==> config.mk <==
export PLATFORM = sky130hd
export DESIGN_NAME = pmfg_front
export DESIGN_NICKNAME = d
export VERILOG_FILES = /design/src/rtl/core/pmfg_pkg.sv /design/src/rtl/core/pmfg_front.sv
export SDC_FILE = /design/constraint.sdc
export NUM_CORES = 1
export LEC_CHECK = 0
export ABC_CLOCK_PERIOD_IN_PS = 12310
export BUFFER_PORTS_ARGS = -buffer_cell sky130_fd_sc_hd__buf_4
export CORE_UTILIZATION = 26
export CTS_CLUSTER_SIZE = 16
export DETAILED_ROUTE_END_ITERATION = 16
export PLACE_DENSITY_LB_ADDON = 0.1
export SYNTH_ARGS = -nofsm -noshare
export SYNTH_HDL_FRONTEND = slang
export SYNTH_SLANG_ARGS = --single-unit
==> constraint.sdc <==
create_clock -name clock -period 12.31 [get_ports clock]
set_input_delay 1.231 -clock clock [delete_from_list [all_inputs] [get_ports clock]]
set_output_delay 1.231 -clock clock [all_outputs]
set_load 0.05 [all_outputs]
==> src/rtl/core/pmfg_pkg.sv <==
// pmfg_pkg: shared widths, codes and structures of the point mass field grid.
// Depends on nothing. Imported by every module under rtl/core.
package pmfg_pkg;

   localparam int MAX_POINTS    = 16;
   localparam int GRID_DIM_BITS = 8;

   localparam int IDX_W   = (MAX_POINTS > 1) ? $clog2(MAX_POINTS) : 1;
   localparam int CNT_W   = $clog2(MAX_POINTS + 1);
   localparam int SIZE_W  = GRID_DIM_BITS + 1;
   localparam int ACT_W   = 5;
   localparam int MODE_W  = 2;
   localparam int PIDX_W  = 4;
   localparam int LPOS_W  = 17;
   localparam int MASS_W  = 16;
   localparam int STEP_W  = 16;
   localparam int POS_W   = 18;
   localparam int LEVEL_W = 17;
   localparam int FRAC_W  = 16;
   localparam int CSR_IDX_W = 2;

   // offsets in Q.16 dots, magnitudes in Q.8 dots
   localparam int DX_W    = POS_W + SIZE_W + 1;
   localparam int AX_W    = DX_W - 8;
   localparam int D2_W    = 2 * AX_W + 1;
   localparam int ROOT_W  = (D2_W + 1) / 2;
   localparam int SQ_IN_W = 2 * ROOT_W;
   localparam int AREA_W  = 2 * SIZE_W;
   localparam int NUM_W   = MASS_W + AREA_W + FRAC_W;
   localparam int Q_W     = 25;
   localparam int DEN_W   = D2_W;
   localparam int ACC_W   = Q_W + IDX_W + 1;
   localparam int MUL_W   = ACC_W + 1;
   localparam int PROD_W  = 2 * MUL_W;
   localparam int S_W     = 2 * ACC_W - 1;

   localparam int ONE_Q16 = 65536;
   localparam logic [Q_W-1:0] STRENGTH_CAP = {1'b1, {(Q_W-1){1'b0}}};

   localparam logic [MODE_W-1:0] MODE_EVAL = 2'd0;
   localparam logic [MODE_W-1:0] MODE_TICK = 2'd1;
   localparam logic [MODE_W-1:0] MODE_LOAD = 2'd2;

   localparam logic [CSR_IDX_W-1:0] CSR_ACTIVE = 2'd0;
   localparam logic [CSR_IDX_W-1:0] CSR_WIDTH  = 2'd1;
   localparam logic [CSR_IDX_W-1:0] CSR_HEIGHT = 2'd2;

   typedef struct packed {
      logic [MODE_W-1:0]        op;
      logic [GRID_DIM_BITS-1:0] grid_x;
      logic [GRID_DIM_BITS-1:0] grid_y;
      logic [IDX_W-1:0]         point_index;
      logic [LPOS_W-1:0]        pos_x;
      logic [LPOS_W-1:0]        pos_y;
      logic [MASS_W-1:0]        mass;
      logic signed [STEP_W-1:0] step_x;
      logic signed [STEP_W-1:0] step_y;
   } cmd_type;

   typedef struct packed {
      logic [ACT_W-1:0]  active_points;
      logic [SIZE_W-1:0] grid_width;
      logic [SIZE_W-1:0] grid_height;
   } cfg_type;

endpackage

==> src/rtl/core/pmfg_front.sv <==
// pmfg_front: accepts request transactions, classifies them and queues commands.
// Depends on pmfg_pkg.
module pmfg_front import pmfg_pkg::*; (
   input  logic                     clock,
   input  logic                     reset,
   input  logic                     req_valid,
   output logic                     req_ready,
   input  logic [MODE_W-1:0]        req_mode,
   input  logic [GRID_DIM_BITS-1:0] req_grid_x,
   input  logic [GRID_DIM_BITS-1:0] req_grid_y,
   input  logic [PIDX_W-1:0]        req_point_index,
   input  logic [LPOS_W-1:0]        req_load_pos_x,
   input  logic [LPOS_W-1:0]        req_load_pos_y,
   input  logic [MASS_W-1:0]        req_load_mass,
   input  logic signed [STEP_W-1:0] req_load_step_x,
   input  logic signed [STEP_W-1:0] req_load_step_y,
   output cmd_type                  cmd,
   output logic                     cmd_valid,
   input  logic                     cmd_ready
);

   cmd_type    q_ff [2];
   logic       wr_ptr_ff, wr_ptr_in, rd_ptr_ff, rd_ptr_in;
   logic [1:0] cnt_ff, cnt_in;
   logic       keep, push, pop;
   cmd_type    cmd_new;

   // unused mode and out-of-table loads are taken and dropped
   always_comb begin
      unique case (req_mode)
         MODE_EVAL, MODE_TICK: keep = 1'b1;
         MODE_LOAD:            keep = 32'(req_point_index) < MAX_POINTS;
         default:              keep = 1'b0;
      endcase
   end

   always_comb begin
      cmd_new.op          = req_mode;
      cmd_new.grid_x      = req_grid_x;
      cmd_new.grid_y      = req_grid_y;
      cmd_new.point_index = IDX_W'(req_point_index);
      cmd_new.pos_x       = req_load_pos_x;
      cmd_new.pos_y       = req_load_pos_y;
      cmd_new.mass        = req_load_mass;
      cmd_new.step_x      = req_load_step_x;
      cmd_new.step_y      = req_load_step_y;
   end

   assign req_ready = cnt_ff != 2'd2;
   assign cmd_valid = cnt_ff != 2'd0;
   assign cmd       = q_ff[rd_ptr_ff];
   assign push      = req_valid && req_ready && keep;
   assign pop       = cmd_valid && cmd_ready;

   always_comb begin
      wr_ptr_in = push ? !wr_ptr_ff : wr_ptr_ff;
      rd_ptr_in = pop ? !rd_ptr_ff : rd_ptr_ff;
      cnt_in    = cnt_ff + 2'(push) - 2'(pop);
   end

   always_ff @(posedge clock) begin
      if (reset) begin
         wr_ptr_ff <= 1'b0;
         rd_ptr_ff <= 1'b0;
         cnt_ff    <= 2'd0;
      end else begin
         wr_ptr_ff <= wr_ptr_in;
         rd_ptr_ff <= rd_ptr_in;
         cnt_ff    <= cnt_in;
      end
      if (push) begin
         q_ff[wr_ptr_ff] <= cmd_new;
      end
   end

endmodule

# After elaboration in Yosys (flattened, before gate mapping)
# Memory sizes are Yosys's and may differ from the RTL's. A register that Yosys moved wholly into a read port is not among the register bits.
# Cells that the tools add are included.
[word_totals]
regBits = 4
ram_bits = 208
in_bits = 108
output_inout_bits = 106
word_cells = 22
memories = 1
[op_classes]
addsub = 2
eq_ne = 3
muxes = 5
reduce_logical = 8
[memory_table]
columns = ["memory", "depth", "word_bits", "rd", "rd_ports_with_merged_regs", "wr", "line", "text"]
rows = [
  ["q_ff", 2, 104, 1, 1, 1, "pmfg_front.sv:22", "cmd_type q_ff [2];"],
]
[op_table]
columns = ["operator", "n"]
rows = [
  ["2-to-1 mux 1 bit", 5],
  ["logical AND 1 bit", 3],
  ["OR reduction 3 bit", 1],
  ["adder 2 x 1 -> 2 bit", 1],
  ["equality test 2 x 1 -> 1 bit (second input constant)", 1],
  ["equality test 2 bit (second input constant)", 1],
  ["zero test 1 bit", 2],
  ["zero test 2 bit", 1],
  ["!= test 2 bit (second input constant)", 1],
  ["nonzero test 2 bit", 1],
  ["subtractor 2 x 1 -> 2 bit", 1],
]

# Logic depth before layout (Yosys ltp)
# Gate-level depths: netlist of the first run.
[depth]
depth_word = 6
ltp_mapped = 7
ltp_nobuf = 7

# Worst setup path after synthesis of the first run
# No wires, ideal clock.
[synth_path]
path_type = "input -> register"
startpoint = "in req_valid"
endpoint = "mem q_ff[0][0] (netlist name) (enable)"
setup_ns = 0.568
t_arrival_ns = 5.876
t_required_ns = 11.742
setup_slack_ns = 5.866
cell_stages = 3
n_path_buf = 0
cell_sequence = "a21boi_4 nand2_1 nor2_1"
[synth_between]
elab_chain_cells = 4
[synth_lines]
columns = ["element", "line", "text"]
rows = [
  ["start: declaration", "pmfg_front.sv:6", "input logic req_valid,"],
  ["logical AND 1 bit (2 in series)", "pmfg_front.sv:52", "assign push = req_valid && req_ready && keep;"],
  ["2-to-1 mux 1 bit", "pmfg_front.sv:71", "if (push) begin"],
  ["2-to-1 mux 1 bit (implied by the code)", "pmfg_front.sv:72", "q_ff[wr_ptr_ff] <= cmd_new;"],
  ["end: declaration", "pmfg_front.sv:22", ""],
]
# No other way between the ends.

==> results.py, run 1 <==
metrics = {
    "run_status": {
        "status": "complete, no violations",
    },
    "worst_setup_path": {
        "worst_setup_path_end_kind": "output port",
        "crit_path_max_fanout": 64,
        "max_stage_delay_ps": 820,
        "crit_type": "reg -> out",
        "crit_path_cell_trace": "buf_4 -> mux2_2 -> buf_4",
        "crit_buf_inv": 2,
        "crit_path_top_delay_cell": "buf_4",
        "r2r_slack_ps": 9290,
        "worstRegToRegCells": 5,
        "crit_path_frequent_cell": "buf_4",
        "startpoint_type": "register",
        "arrival_ps": 2760,
        "crit_required_ps": 11080,
        "crit_family": "buffers and inverters",
        "path_depth": 3,
    },
    "finish": {
        "drive_gt1_frac": 0.556,
        "postLayoutCellArea_sq_um": 10500,
        "syn2layout_area_growth_pct": 35.7,
        "fin_cells": 988,
        "final_common_cell": "buf_4",
        "final_cell_mix": "buf_4, edfxtp_1, mux2_2",
        "final_nets": 696,
    },
    "min_path": {
        "whs_path_depth": 2,
        "hold_class": "reg -> reg",
    },
    "sta": {
        "worst_pin_slew_ps": 947,
        "fin_crit_sh": 0.325,
        "fin_crit_ps": 4000,
        "tns_ps": 0,
        "hold_violations": 0,
        "layout_setup_ws_ps": 8310,
        "rsz0062_at_grt": "false",
        "clock.fmax_ghz": 0.250,
        "finalSetupViolations": 0,
        "clock_skew_ps": 9.96,
        "drv_slew": 0,
        "relSlewSlack": 0.368,
    },
    "drt": {
        "via_per_inst": 4.08,
        "dr.pass1.iters": 4,
        "drt_iter0_drc": 168,
        "num_vias": 4034,
        "wl_um": 16600,
        "detail_route.wl_per_cell_um": 16.8,
        "drc": 0,
        "ant_nets": 0,
    },
    "power": {
        "power_leakage_nw": 3.82,
        "max-vdd-ir-drop_mv": 0.0974,
        "powerDensity_nw_per_um2": 207,
    },
    "floorplanning": {
        "dieArea_sq_um": 30500,
        "coreArea_sq_um": 29000,
        "die_h_um": 175,
        "start_util": 0.267,
        "die_w_um": 175,
        "ioPinCount": 214,
        "rows": 62,
    },
    "cts": {
        "cts_buffers": 25,
        "htree_num_levels": 1,
        "clock_latency_ps": 510,
        "cts_resized": 0,
        "clock-root-buffer": "clkbuf_16",
        "cts_sinks": 213,
        "hold_buffers": 0,
        "path_clk_slew_ps": 60,
        "cts_tree": "yes",
        "cts_buffer_depth": 3,
        "cts_setup_buffers": 0,
    },
    "grt": {
        "grt_usage": 0.106,
        "grt_pass1_vias": 4316,
        "grt_pass1_wl_um": 24800,
        "grt_max_degree": 65,
        "overflow": 0,
        "grt_antenna_before_repair": 1,
    },
    "place": {
        "placed_cells": 944,
        "dp_slack_ps": 8150,
        "place_area_sq_um": 9820,
        "port_buffers": 213,
        "dp_hpwl_um": 10700,
        "place.gp.congestion": 0.700,
    },
    "synth": {
        "syn_avg_cell_area_sq_um": 21.8,
        "synth_nets": 464,
        "synth-seq-area-share": 0.819,
        "ys_seq_elements": 213,
        "yosysUniqueCellTypes": 22,
        "netlist_area_sq_um": 7750,
        "yosys_warnings": 0,
        "syn_inst": 355,
    },
    "job": {
        "maxCapViolations": 0,
    },
}
## area by class of cell
type,count,area (sq um)
Fill cell,2808,18500
Sequential cell,213,6350
Timing Repair Buffer,217,1630
Multi-Input combinational cell,130,1360
Clock buffer,33,656
Tap cell,384,480
Clock inverter,10,46.3
Antenna cell,1,2.50
## flip-flops by register name, indices dropped and copies added, names as in the netlist, named ones only
| register | cells |
|---|---|
| rd_ptr_ff | 1 |
| wr_ptr_ff | 1 |
| cnt_ff | 2 |
| q_ff | 208 |
## stage by stage
stage                     hold WS [ps]  total power [mW]   util
after global placement             488              1.56  0.338
after global routing               548              2.27  0.363
final                              512              2.18  0.363
after detailed placement           500              1.57  0.338
after floorplan                    472              1.37      -
after CTS                          520              2.22  0.363
## cell families after synthesis
family | after synthesis | synth area share
and+or+nand+nor | 17 | 0.0116
adders and majority gates | 1 | 0.00161
buffers and inverters | 12 | 0.00758
muxes | 105 | 0.153
AOI/OAI and AO/OA | 5 | 0.00533
xor gates and xnor gates | 2 | 0.00226
DFF | 213 | 0.819
## metal layers
metal / routed length [um] / vias up / track usage
met1: 6760 / 1987 / 0.125
met5: 0 / - / 0
met3: 1340 / 25 / 0.0335
li1: - / 1872 / -
met2: 8000 / 150 / 0.181
met4: 473 / 0 / 0.0409
## report_power, final
part / switching (mW) / internal [mW]
Sequential: 0.0302 / 0.874
Clock: 0.267 / 0.370
Combinational: 0.426 / 0.211
Total: 0.723 / 1.46
## cell usage after synthesis, drive strengths merged
cell type / instances / share of area
and3: 1 / 0.00081
nand3: 1 / 0.00064
a21boi: 1 / 0.0024
xor2: 2 / 0.0023
or2: 1 / 0.00081
buf: 11 / 0.0071
o21ai: 1 / 0.00064
nand2b: 1 / 0.00081
ha: 1 / 0.0016
mux2: 105 / 0.15
clkbuf: 1 / 0.00048
nor2b: 3 / 0.0034
a211oi: 1 / 0.00097
nand2: 3 / 0.0015
edfxtp: 208 / 0.81
dfxtp: 5 / 0.013
a21oi: 2 / 0.0013
or3: 1 / 0.00081
nor2: 6 / 0.0029
## worst register-to-register path, delay by kind of cell, from the launching register on
kind                   cells  cell delay [ps]
buffers and inverters      2             1210
DFF                        1              440
and+or+nand+nor            3              970
## worst paths after layout
kind / startpoint / endpoint
hold / removal: rd_ptr_ff$_SDFFE_PP0P_ / register
setup / recovery: register / cmd[20]
setup reg to reg: cnt_ff[0]$_SDFF_PP0_ / q_ff[0][33]$_DFFE_PP_
hold reg to reg: rd_ptr_ff$_SDFFE_PP0P_ / register
Note: power is estimated with default switching activity, not from simulation.
==> run 2: changes to the inputs <==
Settings changed: ABC_CLOCK_PERIOD_IN_PS 12310 to 3440.
Clock period 12.31 ns to 3.44 ns, I/O delays scaled along.
==> run 2 against run 1 <==
Cell count increased by 10%. Highest routed layer unchanged. Sequential share of layout area decreased by 5.9 points. Register-to-register slack got worse by 7800 ps. Clock power increased to 4.1 times the previous value. Clock-buffer cell count decreased by 7. Non-clock buffer count increased by 102. Critical path depth unchanged. Via count increased by 9.9%. Hold slack got worse by 480 ps. Wire length increased by 6.2%. Die area unchanged. First-iteration DRC count decreased by 13%.
==> results.py, run 2 (synthesis gave the netlist of run 1 again) <==
metrics = {
    "drt": {
        "drc": 0,
        "detail_route.wl_per_cell_um": 16.1,
        "ant_nets": 0,
        "met3WireLength_um": 990,
        "wl_um": 17600,
        "drt_iter0_drc": 147,
        "top_layer": "met4",
        "dr.pass1.iters": 5,
        "drt-met1-wl_um": 7680,
        "routed-wl-met2_um": 8460,
        "num_vias": 4434,
        "via_per_inst": 4.07,
    },
    "min_path": {
        "hold_class": "in -> reg",
    },
    "worst_setup_path": {
        "crit_path_top_delay_cell": "dfxtp_4",
        "crit_path_frequent_cell": "buf_4",
        "crit_required_ps": 3100,
        "crit_path_cell_trace": "buf_4 -> mux2_2 -> buf_4",
        "crit_buf_inv": 2,
        "worst_setup_path_end_kind": "output port",
        "arrival_ps": 2380,
        "crit_path_max_fanout": 52,
        "max_stage_delay_ps": 840,
        "crit_family": "flip-flops",
        "startpoint_type": "register",
        "crit_type": "reg -> out",
    },
    "run_status": {
        "status": "complete, no violations",
    },
    "cts": {
        "htree_num_levels": 1,
        "path_clk_slew_ps": 50,
        "cts_sinks": 213,
        "cts_tree": "yes",
        "clock_latency_ps": 520,
        "clock-root-buffer": "clkbuf_16",
        "cts_buffers": 25,
        "cts_resized": 0,
        "cts_setup_buffers": 0,
        "cts_buffer_depth": 3,
    },
    "place": {
        "port_buffers": 213,
        "dp_hpwl_um": 11200,
        "dp_slack_ps": 1160,
        "place.gp.congestion": 0.685,
    },
    "sta": {
        "layout_setup_ws_ps": 714,
        "fin_crit_sh": 0.793,
        "finalSetupViolations": 0,
        "relSlewSlack": 0.481,
        "rsz0062_at_grt": "false",
        "hold_violations": 0,
        "drv_slew": 0,
        "clock.fmax_ghz": 0.367,
        "worst_pin_slew_ps": 778,
        "fin_crit_ps": 2730,
        "tns_ps": 0,
        "clock_skew_ps": 15.1,
    },
    "floorplanning": {
        "rows": 62,
        "die_h_um": 175,
        "start_util": 0.267,
        "ioPinCount": 214,
        "coreArea_sq_um": 29000,
        "dieArea_sq_um": 30500,
        "die_w_um": 175,
    },
    "finish": {
        "final_nets": 798,
        "syn2layout_area_growth_pct": 50.5,
        "largest-register": "q_ff",
        "final_common_cell": "buf_4",
        "antenna_cells": 0,
        "top_regs": "q_ff (208), cnt_ff (2)",
        "largest_register_ffs": 208,
        "drive_gt1_frac": 0.492,
        "final_cell_mix": "buf_4, edfxtp_1, dlygate4sd3_1",
    },
    "power": {
        "powerDensity_nw_per_um2": 708,
        "power_leakage_nw": 4.32,
        "max-vdd-ir-drop_mv": 0.391,
    },
    "grt": {
        "overflow": 0,
        "grt_usage": 0.114,
        "grt_pass1_vias": 4769,
        "grt_antenna_before_repair": 0,
        "grt_max_degree": 69,
        "grt_pass1_wl_um": 26800,
    },
    "job": {
        "maxCapViolations": 0,
    },
}
-- run 2: cell count changes in the layout (fill, tap and decap cells not counted), moves of 2 or more --
cell	before	now
dlygate4sd3_1	0	97
clkbuf_1	8	1
bufinv_16	0	4
buf_4	217	220
buf_12	0	2
clkinv_2	3	5
-- run 2: path summary, 6_finish.rpt --
check,cells past startpoint,to,slack [ps],from
setup / recovery,3,cmd[6],710,register
hold / removal,1,q_ff[0][24]$_DFFE_PP_,30,req_load_step_x[8]
setup reg to reg,3,q_ff[1][21]$_DFFE_PP_,1470,cnt_ff[0]$_SDFF_PP0_
hold reg to reg,2,register,510,rd_ptr_ff$_SDFFE_PP0P_
-- run 2: layout make-up --
cell class | instances | area, sq um
timing repair buffer | 319 | 2660
clock buffer | 26 | 629
sequential | 213 | 6350
fill | 2733 | 17300
multi-input combinational | 130 | 1360
clock inverter | 18 | 189
tap | 384 | 480
-- run 2: per-layer routing --
| metal | vias up | GRT usage |
|---|---|---|
| met1 | 2182 | 0.146 |
| li1 | 2074 | - |
| met2 | 146 | 0.190 |
| met4 | 0 | 0.0373 |
| met3 | 32 | 0.0263 |
| met5 | - | 0 |
-- run 2: where the power goes --
group          internal [mW]  switching (mW)
combinational          0.850            1.54
sequential              3.13           0.124
clock                   1.62            1.00
-- run 2: per-stage QoR --
step	util	area (sq um)	power [mW]	hold slack (ps)	std cells
5_1_grt	0.402	11700	8.60	0.310	1090
3_5_place_dp	0.341	9880	5.64	491	949
2_1_floorplan	-	7760	4.88	416	355
3_3_place_gp	0.341	9880	5.63	484	949
4_1_cts	0.401	11600	8.40	0.0266	1087
6_report	0.402	11700	8.26	29.2	1090
-- run 2: what timing repair did --
item,4_1_cts,5_1_grt
endpoints found under the setup margin,0,0
hold endpoints to repair,187,4
hold buffers,94,3
-- run 2: worst register-to-register path, stage by stage, from the launching register on --
cell and delay (ps):
dfxtp_1 410, nand2b_1 210, and3_4 630, buf_4 400
